### src/rtl/bdeq_pkg.sv
`timescale 1ns / 1ps
`default_nettype none

package bdeq_pkg;

    localparam int CAP_W     = 5;
    localparam int CAP_RESET = 16;
    localparam int OUT_W     = 32;

    typedef enum logic [1:0] {
        MODE_PUSH_FRONT = 2'd0,
        MODE_PUSH_BACK  = 2'd1,
        MODE_POP_FRONT  = 2'd2,
        MODE_POP_BACK   = 2'd3
    } mode_t;

    typedef enum logic [1:0] {
        ST_DONE  = 2'd0,
        ST_FULL  = 2'd1,
        ST_EMPTY = 2'd2
    } status_t;

    // Result of one operation, minus the popped data that arrives from the RAM.
    typedef struct packed {
        status_t            status;
        logic               popped;
        logic [CAP_W-1:0]   count;
        logic               is_empty;
        logic               is_full;
    } res_t;

endpackage

`default_nettype wire

### src/rtl/bdeq_ram.sv
`timescale 1ns / 1ps
`default_nettype none

// Simple dual-port RAM, registered read.
module bdeq_ram #(
    parameter int WIDTH = 32,
    parameter int DEPTH = 16
) (
    input  wire logic                     clk,
    input  wire logic                     we,
    input  wire logic [$clog2(DEPTH)-1:0] waddr,
    input  wire logic [WIDTH-1:0]         wdata,
    input  wire logic                     re,
    input  wire logic [$clog2(DEPTH)-1:0] raddr,
    output      logic [WIDTH-1:0]         rdata
);

    logic [WIDTH-1:0] mem [DEPTH];

    always_ff @(posedge clk)
    begin
        if (we)
        begin
            mem[waddr] <= wdata;
        end
        if (re)
        begin
            rdata <= mem[raddr];
        end
    end

endmodule

`default_nettype wire

### src/rtl/bounded_double_ended_queue.sv
`timescale 1ns / 1ps
`default_nettype none

// Channel   Dir  Handshake                      Payload
// s_axis    in   s_axis_tvalid / s_axis_tready  tdata: push_value[31:0]; tuser: mode[1:0]
// m_axis    out  m_axis_tvalid / m_axis_tready  tdata: pop_value[31:0], entry_count[36:32],
//                                               is_empty[37], is_full[38], zero[39];
//                                               tuser: status[1:0]
// cfg       in   cfg_we (no wait)               cfg_wdata: capacity[4:0]
//
// One word per cycle sustained while m_axis is not stalled. Pointers and
// occupancy sit in flops and update at accept; the entry RAM is written at
// accept or read at accept, with registered read data. A word taken passes
// through a stage and then an output register to m_axis; the two decouple
// the sides: input stalls only if both hold a word and the output is stalled.
// Reset clears pointers, occupancy and valids, sets capacity to 16; RAM kept.
module bounded_double_ended_queue #(
    parameter int DEPTH      = 16,
    parameter int DATA_WIDTH = 32
) (
    input  wire logic                      clk,
    input  wire logic                      rst_n,

    input  wire logic                      s_axis_tvalid,
    output      logic                      s_axis_tready,
    input  wire logic [31:0]               s_axis_tdata,  // push_value[31:0]
    input  wire logic [1:0]                s_axis_tuser,  // mode[1:0]

    output      logic                      m_axis_tvalid,
    input  wire logic                      m_axis_tready,
    output      logic [39:0]               m_axis_tdata,  // pop_value, entry_count, is_empty, is_full
    output      logic [1:0]                m_axis_tuser,  // status[1:0]

    input  wire logic                      cfg_we,
    input  wire logic [bdeq_pkg::CAP_W-1:0] cfg_wdata     // capacity[4:0]
);

    localparam int PW = $clog2(DEPTH);
    localparam int CW = bdeq_pkg::CAP_W;

    // ---------------- control state ----------------
    logic [CW-1:0]  capacity_reg;
    logic [PW-1:0]  front_reg, front_next;
    logic [PW-1:0]  back_reg, back_next;
    logic [CW-1:0]  occ_reg, occ_next;

    logic           stg_valid_reg;
    bdeq_pkg::res_t stg_res_reg, stg_res_next;

    logic           out_valid_reg;
    bdeq_pkg::res_t out_res_reg;
    logic [31:0]    out_data_reg;

    // ---------------- RAM port signals ----------------
    logic                  ram_we;
    logic [PW-1:0]         ram_waddr;
    logic [DATA_WIDTH-1:0] ram_wdata;
    logic                  ram_re;
    logic [PW-1:0]         ram_raddr;
    logic [DATA_WIDTH-1:0] ram_rdata;

    logic                  in_acc;
    logic                  out_load;
    logic [CW-1:0]         eff_cap;
    logic [63:0]           push_wide;
    logic signed [63:0]    pop_ext;
    logic [31:0]           pop_word;
    bdeq_pkg::mode_t       mode;
    bdeq_pkg::status_t     st;
    logic                  popped;

    function automatic logic [PW-1:0] step_up(input logic [PW-1:0] p);
        return (p == PW'(DEPTH - 1)) ? '0 : p + PW'(1);
    endfunction

    function automatic logic [PW-1:0] step_down(input logic [PW-1:0] p);
        return (p == '0) ? PW'(DEPTH - 1) : p - PW'(1);
    endfunction

    // Capacity saturates at the RAM depth.
    assign eff_cap = (32'(capacity_reg) > DEPTH) ? CW'(DEPTH) : capacity_reg;

    // Stage drains into the output register when that is empty or being taken.
    assign out_load      = stg_valid_reg && (!out_valid_reg || m_axis_tready);
    assign s_axis_tready = !stg_valid_reg || out_load;
    assign in_acc        = s_axis_tvalid && s_axis_tready;

    assign mode      = bdeq_pkg::mode_t'(s_axis_tuser);
    assign push_wide = {32'b0, s_axis_tdata};
    assign ram_wdata = push_wide[DATA_WIDTH-1:0];

    // Decode the operation against the current pointers.
    always_comb
    begin
        front_next = front_reg;
        back_next  = back_reg;
        occ_next   = occ_reg;
        ram_we     = 1'b0;
        ram_waddr  = back_reg;
        ram_re     = 1'b0;
        ram_raddr  = front_reg;
        st         = bdeq_pkg::ST_DONE;
        popped     = 1'b0;
        case (mode)
            bdeq_pkg::MODE_PUSH_FRONT:
            begin
                if (occ_reg >= eff_cap)
                begin
                    st = bdeq_pkg::ST_FULL;
                end
                else
                begin
                    front_next = step_down(front_reg);
                    ram_we     = in_acc;
                    ram_waddr  = step_down(front_reg);
                    occ_next   = occ_reg + CW'(1);
                end
            end
            bdeq_pkg::MODE_PUSH_BACK:
            begin
                if (occ_reg >= eff_cap)
                begin
                    st = bdeq_pkg::ST_FULL;
                end
                else
                begin
                    back_next = step_up(back_reg);
                    ram_we    = in_acc;
                    ram_waddr = back_reg;
                    occ_next  = occ_reg + CW'(1);
                end
            end
            bdeq_pkg::MODE_POP_FRONT:
            begin
                if (occ_reg == '0)
                begin
                    st = bdeq_pkg::ST_EMPTY;
                end
                else
                begin
                    front_next = step_up(front_reg);
                    ram_re     = in_acc;
                    ram_raddr  = front_reg;
                    popped     = 1'b1;
                    occ_next   = occ_reg - CW'(1);
                end
            end
            bdeq_pkg::MODE_POP_BACK:
            begin
                if (occ_reg == '0)
                begin
                    st = bdeq_pkg::ST_EMPTY;
                end
                else
                begin
                    back_next = step_down(back_reg);
                    ram_re    = in_acc;
                    ram_raddr = step_down(back_reg);
                    popped    = 1'b1;
                    occ_next  = occ_reg - CW'(1);
                end
            end
            default:
            begin
                st = bdeq_pkg::ST_DONE;
            end
        endcase
    end

    always_comb
    begin
        stg_res_next.status   = st;
        stg_res_next.popped   = popped;
        stg_res_next.count    = occ_next;
        stg_res_next.is_empty = (occ_next == '0);
        stg_res_next.is_full  = (occ_next >= eff_cap);
    end

    bdeq_ram #(
        .WIDTH (DATA_WIDTH),
        .DEPTH (DEPTH)
    ) u_ram (
        .clk   (clk),
        .we    (ram_we),
        .waddr (ram_waddr),
        .wdata (ram_wdata),
        .re    (ram_re),
        .raddr (ram_raddr),
        .rdata (ram_rdata)
    );

    // Sign-extend the stored word; rejected pops and pushes give all ones.
    assign pop_ext  = 64'(signed'(ram_rdata));
    assign pop_word = stg_res_reg.popped ? pop_ext[31:0] : '1;

    // Control registers.
    always_ff @(posedge clk or negedge rst_n)
    begin
        if (!rst_n)
        begin
            capacity_reg  <= CW'(bdeq_pkg::CAP_RESET);
            front_reg     <= '0;
            back_reg      <= '0;
            occ_reg       <= '0;
            stg_valid_reg <= 1'b0;
            out_valid_reg <= 1'b0;
        end
        else
        begin
            if (cfg_we)
            begin
                capacity_reg <= cfg_wdata;
            end
            if (in_acc)
            begin
                front_reg <= front_next;
                back_reg  <= back_next;
                occ_reg   <= occ_next;
            end
            if (s_axis_tready)
            begin
                stg_valid_reg <= s_axis_tvalid;
            end
            if (out_load)
            begin
                out_valid_reg <= 1'b1;
            end
            else if (m_axis_tready)
            begin
                out_valid_reg <= 1'b0;
            end
        end
    end

    // Payload registers.
    always_ff @(posedge clk)
    begin
        if (in_acc)
        begin
            stg_res_reg <= stg_res_next;
        end
        if (out_load)
        begin
            out_res_reg  <= stg_res_reg;
            out_data_reg <= pop_word;
        end
    end

    assign m_axis_tvalid = out_valid_reg;
    assign m_axis_tdata  = {1'b0, out_res_reg.is_full, out_res_reg.is_empty,
                            out_res_reg.count, out_data_reg};
    assign m_axis_tuser  = out_res_reg.status;

endmodule

`default_nettype wire

### config.mk
export PLATFORM = sky130hd
export DESIGN_NAME = bounded_double_ended_queue
export DESIGN_NICKNAME = d
export VERILOG_FILES = /design/src/rtl/bdeq_pkg.sv /design/src/rtl/bdeq_ram.sv /design/src/rtl/bounded_double_ended_queue.sv
export SDC_FILE = /design/constraint.sdc
export NUM_CORES = 1
export LEC_CHECK = 0
export ABC_AREA = 1
export BUFFER_PORTS_ARGS = -buffer_cell sky130_fd_sc_hd__buf_4
export CAP_MARGIN = 20
export CORE_UTILIZATION = 30
export DETAILED_ROUTE_END_ITERATION = 7
export SYNTH_ARGS = -nofsm -noshare
export SYNTH_HDL_FRONTEND = slang
export SYNTH_HIERARCHICAL = 1
export SYNTH_SLANG_ARGS = --single-unit
### constraint.sdc
create_clock -name clk -period 4.6 [get_ports clk]
set_input_delay 0.46 -clock clk [delete_from_list [all_inputs] [get_ports clk]]
set_output_delay 0.46 -clock clk [all_outputs]
set_load 0.005 [all_outputs]
* Word-level counts from Yosys, hierarchy flattened
Memory sizes are Yosys's and may differ from the RTL's. A register that Yosys moved wholly into a read port is not among the register bits.
Index checks and enable logic that the tools add are counted.
** Cells by class
- Add/sub/neg operators :: 6
- Magnitude comparators :: 3
- Equality and inequality tests :: 9
- Multiplexer cells :: 30
- Reduce and logical (&&, ||, !) cells :: 18
** Operators with widths (number)
- 2-to-1 mux 4 bit :: 12
- one-hot mux 4 bit (2 select lines) :: 2
- 2-to-1 mux 5 bit :: 3
- >= comparator 5 bit :: 2
- logical NOT 5 bit :: 2
- 2-to-1 mux 1 bit :: 10
- one-hot mux 5 bit (2 select lines) :: 1
- adder 4 x 1 -> 4 bit (second input constant) :: 2
- equality test 4 bit (second input constant) :: 2
- logical NOT 4 bit :: 2
- inequality test 2 bit (second input constant) :: 4
- AND reduction 4 bit :: 2
- subtractor 4 x 1 -> 4 bit (second input constant) :: 2
- nonzero test 2 bit :: 3
- adder 5 x 1 -> 5 bit (second input constant) :: 1
- greater-than comparator 5 bit (second input constant) :: 1
- subtractor 5 x 1 -> 5 bit (second input constant) :: 1
- equality test 2 bit (second input constant) :: 2
- one-hot mux 2 bit (2 select lines) :: 1
- OR reduction 2 bit :: 2
- equality test 2 x 1 -> 1 bit (second input constant) :: 1
- logical AND 1 bit :: 2
- logical NOT 1 bit :: 2
- logical NOT 2 bit :: 1
- 2 further kinds :: 3
** Storage, ports and cells
- Bits in registers :: 71
- RAM bits :: 512
- Input bits :: 44
- Output and inout port bits :: 44
- Logic and storage cells :: 83
- Memories :: 1
** Memory list
- u_ram.mem :: depth 16, bits a word 32, read ports 1, clocked after memory_dff 1, write ports 1, RTL line bdeq_ram.sv:18 : logic [WIDTH-1:0] mem [DEPTH];

* Depth between registers and ports, before layout
Gate-level depths: netlist of run 1.
- Depth after elaboration :: 9
- Depth in mapped cells :: 19
- Mapped depth without buffers :: 18

* Modules after synthesis
The synthesis of run 1 kept the hierarchy.
** Modules (own cells, without submodules)
- bdeq_ram :: times used 1, cells each 2120, area each 23050.9 um^2, seq. area each 16335.7 um^2
- bounded_double_ended_queue :: times used 1, cells each 384, area each 3672.3 um^2, seq. area each 2033.2 um^2

* Worst setup path before layout of run 1
Ideal clock, no wire load.
- Path kind :: reg2reg
- From :: reg capacity_reg[4]
- To :: mem u_ram.mem[12][0] (enable)
- Setup time :: 0.421 ns
- Arrival :: 3.373 ns
- Required time :: 4.179 ns
- Path slack :: 0.806 ns
- Cell stages (with the launch flop) :: 12
- Path buffers :: 0
- Period minus slack after synthesis :: 3.794 ns
- Cell sequence :: dfstp_2 > inv_1 > ha_1 > nand2_1 > nand2_1 > inv_1 > nand2_1 > nor2_2 > nand3_1 > o21ai_0 > nand3_1 > nor2_1
** On the way
- Elaborated cells between the ends (all ways) :: 9
- Those cells by class :: order compare: 2; mux: 7
** RTL lines
- from (decl) :: RTL line bounded_double_ended_queue.sv:42 : logic [CW-1:0] capacity_reg;
- from (signal assigned) :: RTL line bounded_double_ended_queue.sv:201 : capacity_reg <= CW'(bdeq_pkg::CAP_RESET);
- from (signal assigned) :: RTL line bounded_double_ended_queue.sv:212 : capacity_reg <= cfg_wdata;
- greater-than comparator 5 bit :: RTL line bounded_double_ended_queue.sv:81 : assign eff_cap = (32'(capacity_reg) > DEPTH) ? CW'(DEPTH) : capacity_reg;
- 2-to-1 mux 5 bit (*) :: RTL line bounded_double_ended_queue.sv:81
- >= comparator 5 bit (*) :: RTL line bounded_double_ended_queue.sv:107 : if (occ_reg >= eff_cap)
- 2-to-1 mux 4 bit (*) :: RTL line bounded_double_ended_queue.sv:107
- 2-to-1 mux 4 bit (*)
- net ram_waddr[2] :: RTL line bounded_double_ended_queue.sv:56 : logic [PW-1:0] ram_waddr;
- to (decl) :: RTL line bdeq_ram.sv:18
Mark *: on every way through the listed nets, which the timed path passes. The rest lies on a longest branch.

* Worst setup path after layout of run 1
- From :: reg capacity_reg[4]
- To :: mem u_ram.mem[8][4] (enable)
Same word-level chain as after synthesis.

==> results.toml, run 1 <==
[synth]
syn-num-nets = 2566
yosysWarnings = 6
yosysSeqAreaShare_pct = 68.7
synth.distinct_cells = 39
syn_inst = 2504
avgSynthCellArea_um2 = 10.7
ys_ff_latch = 615
syn-cell-area_um2 = 26700

[setup_path]
worst_path_max_delay_cell = "nor2_4"
cp.required_ns = 4.86
start_kind = "register"
path_cells = "inv_1 > nand2_1 > ha_1 > nand2_1 > nand2_1 > nand2_2 > nand2_1 > nor2_2 > nand3_1 > nand2_1 > o21ai_0 > nand3b_1 > nor2_4 > buf_4"
crit_family = "simple AND/OR/NAND/NOR gates"
crit_top_cell = "nand2_1"
path_class = "reg -> reg"
cp_max_fo = 17
crit_path_max_incr_delay_ns = 0.59
worst_ep_arrival_time_ns = 3.98
cp-end-kind = "register"
worst-path-buf-inv = 2

[die]
ios = 88
initial_utilization_pct = 30.3
die_h_um = 300
fp-row-count = 109
dieArea_um2 = 90300
core_area_um2 = 88200
die_w_um = 300

[clock_tree]
cts_inserted_buffers = 68
ctsHtreeMaxLevel = 3
cts_setup_buffers = 0
cts_tree = "built"
clkLatencyLatePin_ns = 0.59
cts_buffer_depth = 3
clk_pin_slew_ns = 0.06
cts_root_buf = "clkbuf_16"
cts_sinks = 615

[cells_and_area]
final_util_pct = 35.0
ff_latch_area_um2 = 18400
drive_gt1_share_pct = 10.4
layout_common_cells = "773 x nand2_1, 595 x edfxtp_1, 457 x inv_1"
final_area_um2 = 30900
largest_reg_flops = 512
final_common_cell = "nand2_1"
multi_input_area_um2 = 6030
diodes = 0
area_growth_pct = 15.6
fillerInstances = 8652
fin_nets = 2646

[global_route]
antenna_found_initial = 0
overflow = 0
grt_pass1_vias = 16035
grt_pass1_wl_um = 99300
grt_max_degree = 134
grt_usage_pct = 14.5

[drt]
drt_iter0_markers = 1529
vias = 16934
drt-wirelength-per-cell_um = 17.2
final_antenna_net_count = 0
drc_errors = 0
dr.pass1.iters = 5
drt-total-wl_um = 65400
viasPerCell = 4.46

[sta]
tightest_slew_ns = 1.10
fin_crit_sh_pct = 80.7
hold_slack_ns = 0.103
finalCriticalPeriod_ns = 3.71
rsz0062_at_grt = "false"
slew_violations = 0
max-slew-margin-rel_pct = 26.3
finalSetupTns_ns = 0
layout_setup_ws_ns = 0.889
setup_violations = 0
fmax_mhz = 269
skew_ns = 0.0150
timing_hold_violations_final = 0

[placed_design]
place.gp.congestion = 0.820
dpl.hpwl_um = 37900
pre_cts_ws_ns = 0.881
io_buffers = 86
place_area_um2 = 28700

[min_path]
hold_class = "in -> reg"

[pwr]
ir_drop_v = 0.000683
leakagePower_nw = 12.9
power_density_nw_per_um2 = 595

[job]
max_cap_viol_count = 0

[outcome]
status = "completed"
-- stage by stage --
step,power (W),std cells
final,0.0184,3801
after global routing,0.0194,3801
after CTS,0.0186,3801
after detailed placement,0.0133,3678
after global placement,0.0132,3678
after floorplan,0.0114,2504
-- power by group --
part	internal, W	switching, W
logic	0.00182	0.00432
registers	0.00674	0.000207
clock network	0.00311	0.00217
-- metal layers --
layer,vias to the layer above,GRT usage (%),share of wire [%]
met5,-,0,0
met2,469,23.9,48
met1,8100,19.5,44
met4,0,4.25,2.5
li1,8259,-,-
met3,106,2.35,5.4
-- cell families after synthesis --
logic type / synth area share [%]
AOI/OAI and AO/OA: 0.871
xor gates and xnor gates: 0.262
adders and majority gates: 0.843
buffers and inverters: 9.42
DFF: 68.7
muxes: 0.126
other: 0.0140
and+or+nand+nor: 19.7
-- cell type report --
| class | count | area share [%] |
|---|---|---|
| sequential | 615 | 59.5 |
| clock buffer | 83 | 5.93 |
| inverter | 467 | 5.72 |
| tap | 1165 | 4.72 |
| timing repair buffer | 124 | 3.63 |
| clock inverter | 39 | 1.04 |
| multi-input combinational | 1308 | 19.5 |
-- final timing paths --
check | start | to | slack, ns | cells past startpoint
min | cfg_wdata[0] | capacity_reg[0] | 0.10 | 3
max in group asynchronous | rst_n | capacity_reg[4] | 4.01 | 2
max | capacity_reg[4] | u_ram/mem[8][4] | 0.89 | 14
min reg2reg | stg_res_reg[1] | m_axis_tdata[37] | 0.42 | 0
max reg2reg | capacity_reg[4] | u_ram/mem[8][4] | 0.89 | 14
min in group asynchronous | rst_n | occ_reg[4] | 0.31 | 2
-- worst min-delay path: cells and delay by family --
family          cells  cell delay, ns
simple gates        1            0.04
buf+inv             1            0.08
compound gates      1            0.06
-- synthesized netlist by cell type (all sizes together) --
master  count  share of area [%]
nand2     781                 11
dfrtp      19                1.8
conb        1              0.014
inv       467                6.6
xnor2       3              0.098
nand3b      2              0.056
buf        95                2.6
ha         18               0.84
o21a        2              0.056
o21bai      2              0.056
dfstp       1              0.098
nand4       4              0.094
o21ai      23               0.43
nand3     407                7.8
nor3        2              0.037
edfxtp    595                 67
clkbuf     19               0.27
mux2        3               0.13
a22oi       1              0.028
or2         1              0.023
nor2       38               0.67
o22ai       2              0.047
xor2        5               0.16
a21oi      12               0.22
o31ai       1              0.028
-- repair_timing --
| action | CTS | global route |
|---|---|---|
| setup endpoints to repair | 0 | 0 |
| resized for setup | 0 | 0 |
| hold buffers | 1 | 0 |
| endpoints found under the hold margin | 19 | 0 |
Note: power is estimated with default switching activity, not from simulation.
==> run 2: changes to the inputs <==
Clock period 4.6 ns to 3.5 ns, I/O delays scaled along.
==> run 2 against run 1 <==
Net effect:
- register-to-register slack lost 0.64 ns
- design area rose by 1.8%
- clock skew rose by 0.019 ns
- first-iteration DRC count down 22%
- worst setup slack got worse by 0.64 ns
- clock power up 31%
- global-route usage shrank 0.31 points
- die area unchanged
- combinational power grew 34%
- utilization increased by 0.64 points
- sequential power is 31% higher
- power rose by 32%
- critical endpoint is now u_ram/mem[5][19]
- largest power group unchanged
==> results.toml, run 2 (synthesized netlist as in run 1, its figures left out) <==
[die]
core_area_um2 = 88200
initial_utilization_pct = 30.3
die_w_um = 300
fp-row-count = 109
ios = 88
dieArea_um2 = 90300
die_h_um = 300

[job]
max_cap_viol_count = 0

[cells_and_area]
final_common_cell = "nand2_1"
final_util_pct = 35.7
fin_cells = 3837
diodes = 0
layout_common_cells = "773 x nand2_1, 595 x edfxtp_1, 457 x inv_1"
drive_gt1_share_pct = 11.3
largest_reg_flops = 512
ff_latch_area_um2 = 18400
fin_nets = 2685
fillerInstances = 8611
area_growth_pct = 17.7
multi_input_area_um2 = 6030

[clock_tree]
cts_tree = "built"
cts_sinks = 615
clk_pin_slew_ns = 0.06
cts_inserted_buffers = 68
clkLatencyLatePin_ns = 0.62
ctsHtreeMaxLevel = 3
cts_root_buf = "clkbuf_16"
cts_buffer_depth = 3

[placed_design]
dpl.hpwl_um = 37000
io_buffers = 86
place_inst = 3709
place.gp.congestion = 0.814

[global_route]
antenna_found_initial = 1
grt_usage_pct = 14.2
grt_pass1_vias = 16465
overflow = 0
grt_max_degree = 113
grt_pass1_wl_um = 97800

[sta]
slew_violations = 0
fin_crit_sh_pct = 92.9
skew_ns = 0.0344
rsz0062_at_grt = "false"
timing_hold_violations_final = 0
setup_violations = 0
fmax_mhz = 307
tightest_slew_ns = 1.03
max-slew-margin-rel_pct = 31.6
finalCriticalPeriod_ns = 3.25

[drt]
drc_errors = 0
final_antenna_net_count = 0
vias = 16976
drt_iter0_markers = 1199
drt-total-wl_um = 63300
viasPerCell = 4.42
dr.pass1.iters = 5
drt-wirelength-per-cell_um = 16.5

[setup_path]
worst_ep_arrival_time_ns = 3.53
start_kind = "register"
cp_max_fo = 14
cp.required_ns = 3.78
cp-end-kind = "register"
path_class = "reg -> reg"

[outcome]
status = "completed"

[pwr]
power_density_nw_per_um2 = 772
ir_drop_v = 0.000944
total_power_w = 0.0243
leakagePower_nw = 13.1

[min_path]
hold_class = "in -> reg"
[run 2: cell types whose count changed in the layout (fill, tap and decap cells not counted), sizes merged]
cell,delta
buf,+32
clkbuf,-4
clkinvlp,-4
dlygate4sd3,+7
inv,+2
clkinv,+3
[run 2: cell type report]
cell class / count / share of cell area (%)
Sequential cell: 615 / 58.4
Clock inverter: 40 / 1.24
Tap cell: 1165 / 4.63
Inverter: 467 / 5.62
Clock buffer: 79 / 5.61
Multi-Input combinational cell: 1308 / 19.2
Timing Repair Buffer: 163 / 5.35
[run 2: path summary, 6_finish.rpt]
check	end	startpoint	slack [ns]	cells after the start
worst max register to register	u_ram/mem[5][19]	capacity_reg[4]	0.25	14
worst min-delay path	m_axis_tvalid	m_axis_tready	0.04	4
max in group asynchronous	capacity_reg[4]	rst_n	3.03	2
worst max-delay path	u_ram/mem[5][19]	capacity_reg[4]	0.25	14
worst min register to register	m_axis_tdata[34]	stg_res_reg[4]	0.42	0
min in group asynchronous	occ_reg[1]	rst_n	0.18	2
[run 2: routing by layer]
layer  wire length (um)  GRT usage, %  up-vias
met1              28800          19.2     8107
met3               3270          2.28       99
met5                  0             0        -
li1                   -             -     8351
met2              29900          23.3      419
met4               1330          4.06        0
[run 2: per-stage QoR]
step / cell area (um^2) / worst slack, ns / hold WS (ns) / setup TNS [ns]
after floorplan: 26700 / -0.294 / 0.0544 / -92.42
after global placement: 29200 / 0.217 / 0.266 / 0
after detailed placement: 29200 / 0.198 / 0.262 / 0
after CTS: 31500 / 0.186 / 0.00446 / 0
after global routing: 31500 / 0.0642 / 0.0402 / 0
final: 31500 / 0.247 / 0.0382 / 0
[run 2: power by group]
part,switching (W),total (W),internal [W]
clock,0.00292,0.00693,0.00401
combinational,0.00567,0.00825,0.00259
sequential,0.000239,0.00909,0.00885
total,0.00883,0.0243,0.0154
[run 2: worst max-delay path: stages, from the launching register on]
cell      delay, ns
dfstp_2        0.53
inv_1          0.08
nand2_1        0.10
ha_1           0.26
nand2_1        0.08
nand2_1        0.08
nand2_2        0.11
nand2_1        0.07
nor2_2         0.15
nand3_1        0.28
o21ai_0        0.44
nand3b_1       0.13
buf_4          0.19
nor2_4         0.13
buf_4          0.28
[run 2: timing repair]
| action | in CTS | in global routing |
|---|---|---|
| gates resized for setup | 0 | 1 |
| endpoints found under the hold margin | 25 | 0 |
| endpoints found under the setup margin | 0 | 83 |
| hold buffers | 8 | 0 |
| buffers inserted | 0 | 1 |
